==> config.mk <==
export PLATFORM = sky130hd
export DESIGN_NAME = rvm_event_fifo
export DESIGN_NICKNAME = d
export VERILOG_FILES = /design/src/hdl/rvm_pkg.sv /design/src/hdl/rvm_event_fifo.sv
export SDC_FILE = /design/constraint.sdc
export NUM_CORES = 1
export LEC_CHECK = 0
export ABC_AREA = 1
export BUFFER_PORTS_ARGS = -buffer_cell sky130_fd_sc_hd__buf_2
export CAP_MARGIN = 40
export CORE_MARGIN = 10
export CORE_UTILIZATION = 50
export CTS_BUF_LIST = sky130_fd_sc_hd__clkbuf_4 sky130_fd_sc_hd__clkbuf_8
export DETAILED_ROUTE_END_ITERATION = 8
export HOLD_SLACK_MARGIN = 0.08
export PLACE_DENSITY = 0.7
export REMOVE_ABC_BUFFERS = 1
export SLEW_MARGIN = 25
export SYNTH_ARGS = -nofsm -noshare
export SYNTH_HDL_FRONTEND = slang
export SYNTH_SLANG_ARGS = --single-unit
==> constraint.sdc <==
create_clock -name clk -period 7.5 [get_ports clk]
set_clock_uncertainty 0.2 [all_clocks]
set_input_delay 0.375 -clock clk [delete_from_list [all_inputs] [get_ports clk]]
set_output_delay 0.375 -clock clk [all_outputs]
set_load 0.05 [all_outputs]
==> src/hdl/rvm_pkg.sv <==
// rvm_pkg: shared constants and types for the ridge/valley marker
// frame limits, output codes, map mark kinds, event queue beat types
// no dependencies
`default_nettype none

package rvm_pkg;

    localparam int MAX_WIDTH  = 512;
    localparam int MAX_HEIGHT = 512;

    localparam int COL_W  = $clog2(MAX_WIDTH);
    localparam int ROW_W  = $clog2(MAX_HEIGHT);
    localparam int MAP_AW = ROW_W + COL_W;
    localparam int SIZE_W = 10;
    localparam int PIX_W  = 8;

    localparam logic [SIZE_W-1:0] SIZE_MIN   = SIZE_W'(3);
    localparam logic [SIZE_W-1:0] WIDTH_MAX  = SIZE_W'(MAX_WIDTH);
    localparam logic [SIZE_W-1:0] HEIGHT_MAX = SIZE_W'(MAX_HEIGHT);

    localparam int CFG_IDX_W = 1;
    localparam logic [CFG_IDX_W-1:0] REG_FRAME_WIDTH  = 1'b0;
    localparam logic [CFG_IDX_W-1:0] REG_FRAME_HEIGHT = 1'b1;

    typedef logic signed [2:0] code_t;

    localparam code_t CODE_NONE         = 3'b000;
    localparam code_t CODE_ROW_PEAK     = 3'b001;
    localparam code_t CODE_ROW_VALLEY   = 3'b111;
    localparam code_t CODE_COL_PEAK     = 3'b010;
    localparam code_t CODE_COL_VALLEY   = 3'b110;
    localparam code_t CODE_PEAK_CROSS   = 3'b011;
    localparam code_t CODE_VALLEY_CROSS = 3'b101;
    localparam code_t CODE_MIXED        = 3'b100;

    typedef enum logic [1:0] {
        MARK_NONE   = 2'b00,
        MARK_PEAK   = 2'b01,
        MARK_VALLEY = 2'b10
    } mark_t;

    typedef struct packed {
        logic [ROW_W-1:0] row;
        logic [COL_W-1:0] col;
        code_t            code;
        logic             last;
    } rvm_event_t;

    typedef struct packed {
        logic       valid;
        rvm_event_t ev;
    } rvm_push_t;

    localparam int EVQ_DEPTH = 8;
    localparam int EVQ_AW    = $clog2(EVQ_DEPTH);

endpackage

`default_nettype wire

==> src/hdl/rvm_event_fifo.sv <==
// rvm_event_fifo: output event queue, up to two pushes and one pop per cycle
// depends on rvm_pkg (rvm_event_t, rvm_push_t, EVQ_DEPTH)
`default_nettype none

module rvm_event_fifo
    import rvm_pkg::*;
(
    input  logic              clk,
    input  logic              rst_n,
    input  rvm_push_t         push_a,
    input  rvm_push_t         push_b,
    input  logic              take,
    output rvm_event_t        head,
    output logic              not_empty,
    output logic [EVQ_AW:0]   count
);

    rvm_event_t        slot_mem [EVQ_DEPTH];
    logic [EVQ_AW-1:0] wr_ptr_reg;
    logic [EVQ_AW-1:0] wr_ptr_next;
    logic [EVQ_AW-1:0] rd_ptr_reg;
    logic [EVQ_AW-1:0] rd_ptr_next;
    logic [EVQ_AW:0]   count_reg;
    logic [EVQ_AW:0]   count_next;
    logic              pop;
    logic              wr0_en;
    logic              wr1_en;
    rvm_event_t        wr0_data;
    logic [EVQ_AW:0]   n_push;

    assign pop       = take && (count_reg != '0);
    assign wr0_en    = push_a.valid || push_b.valid;
    assign wr1_en    = push_a.valid && push_b.valid;
    assign wr0_data  = push_a.valid ? push_a.ev : push_b.ev;
    assign n_push    = (EVQ_AW+1)'(wr0_en) + (EVQ_AW+1)'(wr1_en);

    always_comb
    begin
        wr_ptr_next = wr_ptr_reg + n_push[EVQ_AW-1:0];
        rd_ptr_next = rd_ptr_reg + EVQ_AW'(pop);
        count_next  = count_reg + n_push - (EVQ_AW+1)'(pop);
    end

    always_ff @(posedge clk or negedge rst_n)
    begin
        if (!rst_n)
        begin
            wr_ptr_reg <= '0;
            rd_ptr_reg <= '0;
            count_reg  <= '0;
        end
        else
        begin
            wr_ptr_reg <= wr_ptr_next;
            rd_ptr_reg <= rd_ptr_next;
            count_reg  <= count_next;
        end
    end

    always_ff @(posedge clk)
    begin
        if (wr0_en)
        begin
            slot_mem[wr_ptr_reg] <= wr0_data;
        end
        if (wr1_en)
        begin
            slot_mem[wr_ptr_reg + EVQ_AW'(1)] <= push_b.ev;
        end
    end

    assign head      = slot_mem[rd_ptr_reg];
    assign not_empty = (count_reg != '0);
    assign count     = count_reg;

endmodule

`default_nettype wire
# After elaboration in Yosys (flattened, before gate mapping)
# Memory sizes are Yosys's and may differ from the RTL's.
# Index checks and enable logic that the tools add are counted.
[word_totals]
register_bits = 10
inputBits = 49
ram_bits = 176
n_memories = 1
word_cells = 19
[mem_list]
columns = ["memory", "depth", "width", "read_ports", "rd_ports_with_merged_regs", "wr", "line", "source"]
rows = [
  ["slot_mem", 8, 22, 1, 0, 2, "rvm_event_fifo.sv:18", "rvm_event_t slot_mem [EVQ_DEPTH];"],
]
[op_classes]
n_mux = 5
n_reduce_logical = 4
add_sub_neg = 6
[op_table]
columns = ["cell", "count"]
rows = [
  ["22-bit 2-to-1 mux", 1],
  ["4-bit by 2-bit adder with 4-bit output", 1],
  ["1-bit 2-to-1 mux", 4],
  ["4-bit nonzero test", 1],
  ["4-bit by 1-bit subtractor with 4-bit output", 1],
  ["3-bit by 1-bit adder with 3-bit output", 1],
  ["3-bit by 1-bit adder with 3-bit output (second input constant)", 1],
  ["3-bit by 2-bit adder with 3-bit output", 1],
  ["1-bit by 1-bit adder with 2-bit output", 1],
  ["1-bit logical AND", 2],
  ["1-bit logical OR", 1],
]

# Logic depth before layout (Yosys ltp)
# Gate-level depths: netlist of the first run.
[depth]
ltp_word = 4
ltp_mapped = 10

# Worst setup path before layout of the first run
# No wires, ideal clock.
[synth_path]
path_type = "input to register"
startpoint = "input push_a[22] (netlist name)"
endpoint = "memory slot_mem[4][0] (netlist name), enable pin"
path_slack_ns = 4.762
t_required_ns = 6.896
setup_ns = 0.404
arrival_time_ns = 2.134
path_buffers = 1
path_stages = 5
cell_sequence = "inv_2 > buf_2 > ha_1 > or2_2 > o21ai_1"
[synth_rtl]
columns = ["item", "line", "source"]
rows = [
  ["from (decl)", "rvm_event_fifo.sv:10", "input rvm_push_t push_a,"],
  ["to (decl)", "rvm_event_fifo.sv:18", ""],
]

==> results of run 1 <==
cell usage after synthesis (all sizes together):
cell,number
nand4,176
nand3,98
or2,1
nor2,4
clkbuf,38
a21oi,2
dfrtp,10
edfxtp,176
xnor2,1
buf,97
o21ai,8
inv,198
ha,10
nand2,721
fa,2
xor2,3
power by group:
| group | internal (µW) | switching [µW] | leakage (µW) |
|---|---|---|---|
| Combinational | 698 | 2370 | 0.00427 |
| Sequential | 1540 | 130 | 0.00174 |
| Clock | 312 | 387 | 0.000210 |
| Total | 2550 | 2890 | 0.00622 |
per-stage QoR:
stage | worst slack, ps | util
2_1_floorplan | 1717 | -
3_3_place_gp | 3649 | 0.5101
3_5_place_dp | 3762 | 0.5169
4_1_cts | 4084 | 0.5352
5_1_grt | 3894 | 0.5372
6_report | 4048 | 0.5372
worst max-delay path by stage:
stage,to,slack [ps],cells past startpoint
after floorplan,slot_mem[3][0]$_DFFE_PP_,1720,5
after global placement,slot_mem[4][20]$_DFFE_PP_,3650,7
after detailed placement,slot_mem[2][19]$_DFFE_PP_,3760,7
after CTS,slot_mem[1][12]$_DFFE_PP_,4080,5
after global routing,slot_mem[1][4]$_DFFE_PP_,3890,5
final,slot_mem[1][4]$_DFFE_PP_,4050,5
what timing repair did:
item                      in CTS  in global routing
hold buffers                   3                  0
hold endpoints to repair      11                  0
gates resized for setup        0                  0
worst register-to-register path: cells and delay by family (launching register included):
family / cells / cell delay (ps)
AO/OA/AOI/OAI: 1 / 430
buffers and inverters: 2 / 1100
flip-flops: 1 / 490
adder cells (fa/ha/maj): 1 / 430
AND/OR/NAND/NOR: 1 / 420
cell families (layout without fill, tap and decap cells):
logic type | after synthesis | count (layout) | share of synthesized area
AND/OR/NAND/NOR | 1000 | 1000 | 0.3787
buffers and inverters | 333 | 324 | 0.1314
flip-flops | 186 | 186 | 0.4687
adder cells (fa/ha/maj) | 12 | 12 | 0.01399
AO/OA/AOI/OAI | 10 | 10 | 0.004238
XOR/XNOR | 4 | 4 | 0.002967
per-layer routing:
layer / share of wire / wire (µm) / track usage / up-vias
li1: - / - / - / 4948
met1: 0.42 / 15020 / 0.3251 / 4758
met2: 0.42 / 15040 / 0.3303 / 622
met3: 0.13 / 4716 / 0.07580 / 89
met4: 0.026 / 935 / 0.06769 / 0
met5: 0 / 0 / 0 / -
layout make-up:
cell class | instances | area share
Clock inverter | 13 | 0.01118
Sequential cell | 186 | 0.4419
Multi-Input combinational cell | 1026 | 0.3855
Clock buffer | 19 | 0.02036
Tap cell | 319 | 0.03184
Inverter | 198 | 0.05929
Timing Repair Buffer | 94 | 0.04991
==> metrics.cfg, run 1 <==
[logic_synthesis]
syn_area_um2 = 11810
synth_top_area_share = 0.4476
netlist_instances = 1545
synth_warnings = 0
ys_types = 24
ys_top_cells_by_area = edfxtp_1, nand2_1, nand4_1
syn_area_per_cell_um2 = 7.643
synth-seq-cells = 186
ys_seq_area_frac = 0.4687
yosys.area.top_type = edfxtp_1

[clock_network]
cts_tree = built
clk_path_buf_depth = 2
cts_made_buffers = 17
clkLatencyLatePin_ps = 470
path_clk_slew_ps = 100
root_buffer = clkbuf_8
cts_sinks = 186
h-tree-depth = 4
cts_setup_buffers = 0

[final_layout]
nFillCells = 2203
final_common_cell = nand2_1
nNetsFinal = 1584
drive_above_1_share = 0.1120
seq_area_um2 = 5539
final_cell_mix = nand2_1, inv_1, nand4_1, edfxtp_1, nand3_1
design_area_um2 = 12530
multi_input_area_um2 = 4832
diodes = 0
stdcell_count = 1855
area_growth_pct = 6.145
largest_reg_flops = 176

[setup_path]
cp_top_family = buffers and inverters
path_cells = ha_4, inv_2, buf_4, nand3_4, o21ai_4
crit_fanout = 65
arrival_ps = 3360
r2r_cells = 5
critPathMaxStageDelay_ps = 670
end_kind = flip-flop
r2r-start = wr_ptr_reg[0]$_DFF_PN0_
start_kind = flip-flop
crit_start = wr_ptr_reg[0]$_DFF_PN0_
r2r_setup_slack_ps = 4050
rr_endpoint = slot_mem[1][4]$_DFFE_PP_
critPathKind = reg -> reg
crit_buf_inv = 2
cp.required_ps = 7410
slowest_stage = buf_4

[place]
dp_cells = 1818
io_buffers = 75
place_area_um2 = 12060
place_congestion = 0.8903
dp_hpwl_um = 23990

[detailed_routing]
post_drt_wl_per_cell_um = 19.25
drt_first_pass_iters = 6
ant_nets = 0
num_vias = 10420
first_iter_violations = 1571
drc = 0
wl_um = 35720
vias_per_cell = 5.616

[sta]
slew_headroom = 0.4654
max_slew.worst_pin.slew_ps = 798.9
finalSetupViolCount = 0
min_period_over_period = 0.4602
fin_crit_ps = 3452
final-hold-violation-count = 0
worst_hold_slack_ps = 184.6
maxSlewViolCount = 0
finalSetupTns_ps = 0
grt_setup_unrepaired = false
fmax_ghz = 0.2897

[floorplanning]
die_area_um2 = 30160
initial_utilization = 0.5061
coreArea_um2 = 23330
ios = 76
die-width_um = 173.7
die_height_um = 173.7
fp-row-count = 56

[worst_hold_path]
hold_depth = 4
min_from = push_b[22]
min_path_type = in -> reg
holdPathEnd = wr_ptr_reg[0]$_DFF_PN0_

[global_routing]
globalRouteOverflowTotal = 0
grt_max_degree = 66
grt_usage = 0.2309
antenna_found_initial = 0
grt_pass1_wl_um = 54900
grt_pass1_vias = 9407

[flow_run]
maxCapViolCount = 0

[power]
p_leak_uw = 0.006219
power_uw = 5438
p_per_area_nw_per_um2 = 433.9
ir_worst_vdd_v = 0.0004370

[status]
status = finished clean

No activity file was read; power rests on OpenSTA's default activity.
==> run 2, diff against run 1 <==
- PLACE_DENSITY: 0.7 -> 0.72
- clock period: 7.5 -> 3.1 ns (I/O delays scaled with it)
==> metrics.cfg, run 2 (synthesis gave the netlist of run 1 again) <==
[floorplanning]
fp-row-count = 56  ; unchanged
coreArea_um2 = 23330  ; unchanged
die_height_um = 173.7  ; unchanged
die_area_um2 = 30160  ; unchanged
ios = 76  ; unchanged
initial_utilization = 0.5061  ; unchanged
die-width_um = 173.7  ; unchanged

[clock_network]
cts_sinks = 186  ; unchanged
path_clk_slew_ps = 100  ; about the same
cts_tree = built  ; unchanged
cts_made_buffers = 17  ; unchanged
root_buffer = clkbuf_8  ; unchanged
h-tree-depth = 4  ; unchanged
cts_setup_buffers = 0  ; unchanged
clk_path_buf_depth = 2  ; unchanged
clkLatencyLatePin_ps = 480  ; was 470 ps

[sta]
finalSetupViolCount = 0  ; unchanged
final-hold-violation-count = 0  ; unchanged
grt_setup_unrepaired = false  ; unchanged
slew_headroom = 0.5208  ; was 0.4654
min_period_over_period = 0.9404  ; was 0.4602
maxSlewViolCount = 0  ; unchanged
worst_slack_ps = 184.6  ; was 4048 ps
fmax_ghz = 0.3430  ; was 0.2897 GHz
fin_crit_ps = 2915  ; was 3452 ps
max_slew.worst_pin.slew_ps = 718.6  ; was 798.9 ps
finalSetupTns_ps = 0  ; unchanged

[place]
place_ws_ps = 641.5  ; was 3762 ps
io_buffers = 75  ; unchanged
dp_hpwl_um = 21340  ; was 23990 µm
place_congestion = 0.8314  ; was 0.8903

[detailed_routing]
ant_nets = 0  ; unchanged
first_iter_violations = 1388  ; was 1571
drc = 0  ; unchanged
wl_um = 36830  ; was 35720 µm
post_drt_wl_per_cell_um = 18.85  ; was 19.25 µm
drt_first_pass_iters = 6  ; unchanged
num_vias = 11000  ; was 10420
vias_per_cell = 5.628  ; was 5.616

[global_routing]
antenna_found_initial = 0  ; unchanged
grt_max_degree = 53  ; was 66
grt_usage = 0.2393  ; was 0.2309
grt_pass1_wl_um = 57710  ; was 54900 µm
grt_pass1_vias = 10580  ; was 9407
globalRouteOverflowTotal = 0  ; unchanged

[setup_path]
end_kind = flip-flop  ; unchanged
arrival_ps = 3070  ; was 3360 ps
critPathKind = reg -> reg  ; unchanged
cp.required_ps = 3250  ; was 7410 ps
crit_fanout = 25  ; was 65
start_kind = flip-flop  ; unchanged

[worst_hold_path]
min_path_type = in -> reg  ; unchanged

[power]
ir_worst_vdd_v = 0.0008908  ; was 0.0004370 V
p_leak_uw = 0.006669  ; was 0.006219 µW
p_per_area_nw_per_um2 = 1029  ; was 433.9 nW/µm²

[final_layout]
drive_above_1_share = 0.1235  ; was 0.1120
final_common_cell = nand2_1  ; unchanged
largest_reg_flops = 176  ; unchanged
final_cell_mix = nand2_1, inv_1, nand4_1, edfxtp_1, nand3_1  ; unchanged
diodes = 0  ; unchanged
nNetsFinal = 1683  ; was 1584
area_growth_pct = 13.92  ; was 6.145%
nFillCells = 2108  ; was 2203

[flow_run]
maxCapViolCount = 0  ; unchanged

[status]
status = finished clean  ; unchanged

## run 2: cell count changes in the layout (fill, tap and decap cells not counted), moves of 2 or more
| cell | change |
|---|---|
| buf_12 | +8 |
| buf_16 | -4 |
| buf_4 | +28 |
| bufinv_16 | +3 |
| clkinv_4 | -2 |
| dlygate4sd3_1 | +67 |
| inv_4 | -3 |
| o21ai_2 | +8 |
| o21ai_4 | -8 |
## run 2: path summary, 6_finish.rpt
kind	endpoint	slack (ps)	cells past startpoint	from
max in group asynchronous	rd_ptr_reg[0]$_DFF_PN0_	1830	3	rst_n
setup reg to reg	slot_mem[5][7]$_DFFE_PP_	180	7	wr_ptr_reg[0]$_DFF_PN0_
hold / removal	wr_ptr_reg[0]$_DFF_PN0_	160	4	push_a[22]
min in group asynchronous	count[3]$_DFF_PN0_	490	3	rst_n
setup / recovery	slot_mem[5][7]$_DFFE_PP_	180	7	wr_ptr_reg[0]$_DFF_PN0_
hold reg to reg	count[0]$_DFF_PN0_	340	1	count[0]$_DFF_PN0_
## run 2: layout make-up
| cell class | count | area [µm²] | share of cell area |
|---|---|---|---|
| Clock inverter | 13 | 198.9 | 0.01479 |
| Multi-Input combinational cell | 1026 | 4772 | 0.3547 |
| Inverter | 198 | 743.2 | 0.05525 |
| Tap cell | 319 | 399.1 | 0.02967 |
| Timing Repair Buffer | 193 | 1553 | 0.1154 |
| Sequential cell | 186 | 5538 | 0.4116 |
| Clock buffer | 19 | 249.0 | 0.01851 |
## run 2: stage by stage
stage	cell area, µm²	instances	utilization	hold WS, ps	power [µW]
floorplan	11000	1410	-	-340.6	8810
global placement	12270	1850	0.5260	-163.2	11610
detailed placement	12290	1851	0.5269	-159.4	11750
CTS	13440	1953	0.5761	123.1	13730
global route	13450	1954	0.5766	156.6	14610
finish	13450	1954	0.5766	156.4	13840
## run 2: power by group
group | switching (µW) | internal (µW)
clock network | 912 | 973
registers | 293 | 3710
logic | 6010 | 1950
total | 7210 | 6630
## run 2: repair_timing
item | in CTS | in global routing
hold endpoints to repair | 195 | 0
resized for setup | 0 | 0
hold buffers | 70 | 0
## run 2: per-layer routing
layer  up-vias  GRT usage  part of all wire
met1      5078     0.3091              0.39
met4         0    0.08408             0.026
met2       706     0.3952              0.48
met3        84    0.04335              0.11
met5         -          0                 0
li1       5129          -                 -
## run 2: worst max-delay path: stages (launching register included)
cell,delay [ps]
dfrtp_1,490
ha_4,540
inv_2,280
nand3_4,150
buf_4,360
nand2_1,120
nand2_1,90
dlygate4sd3_1,550
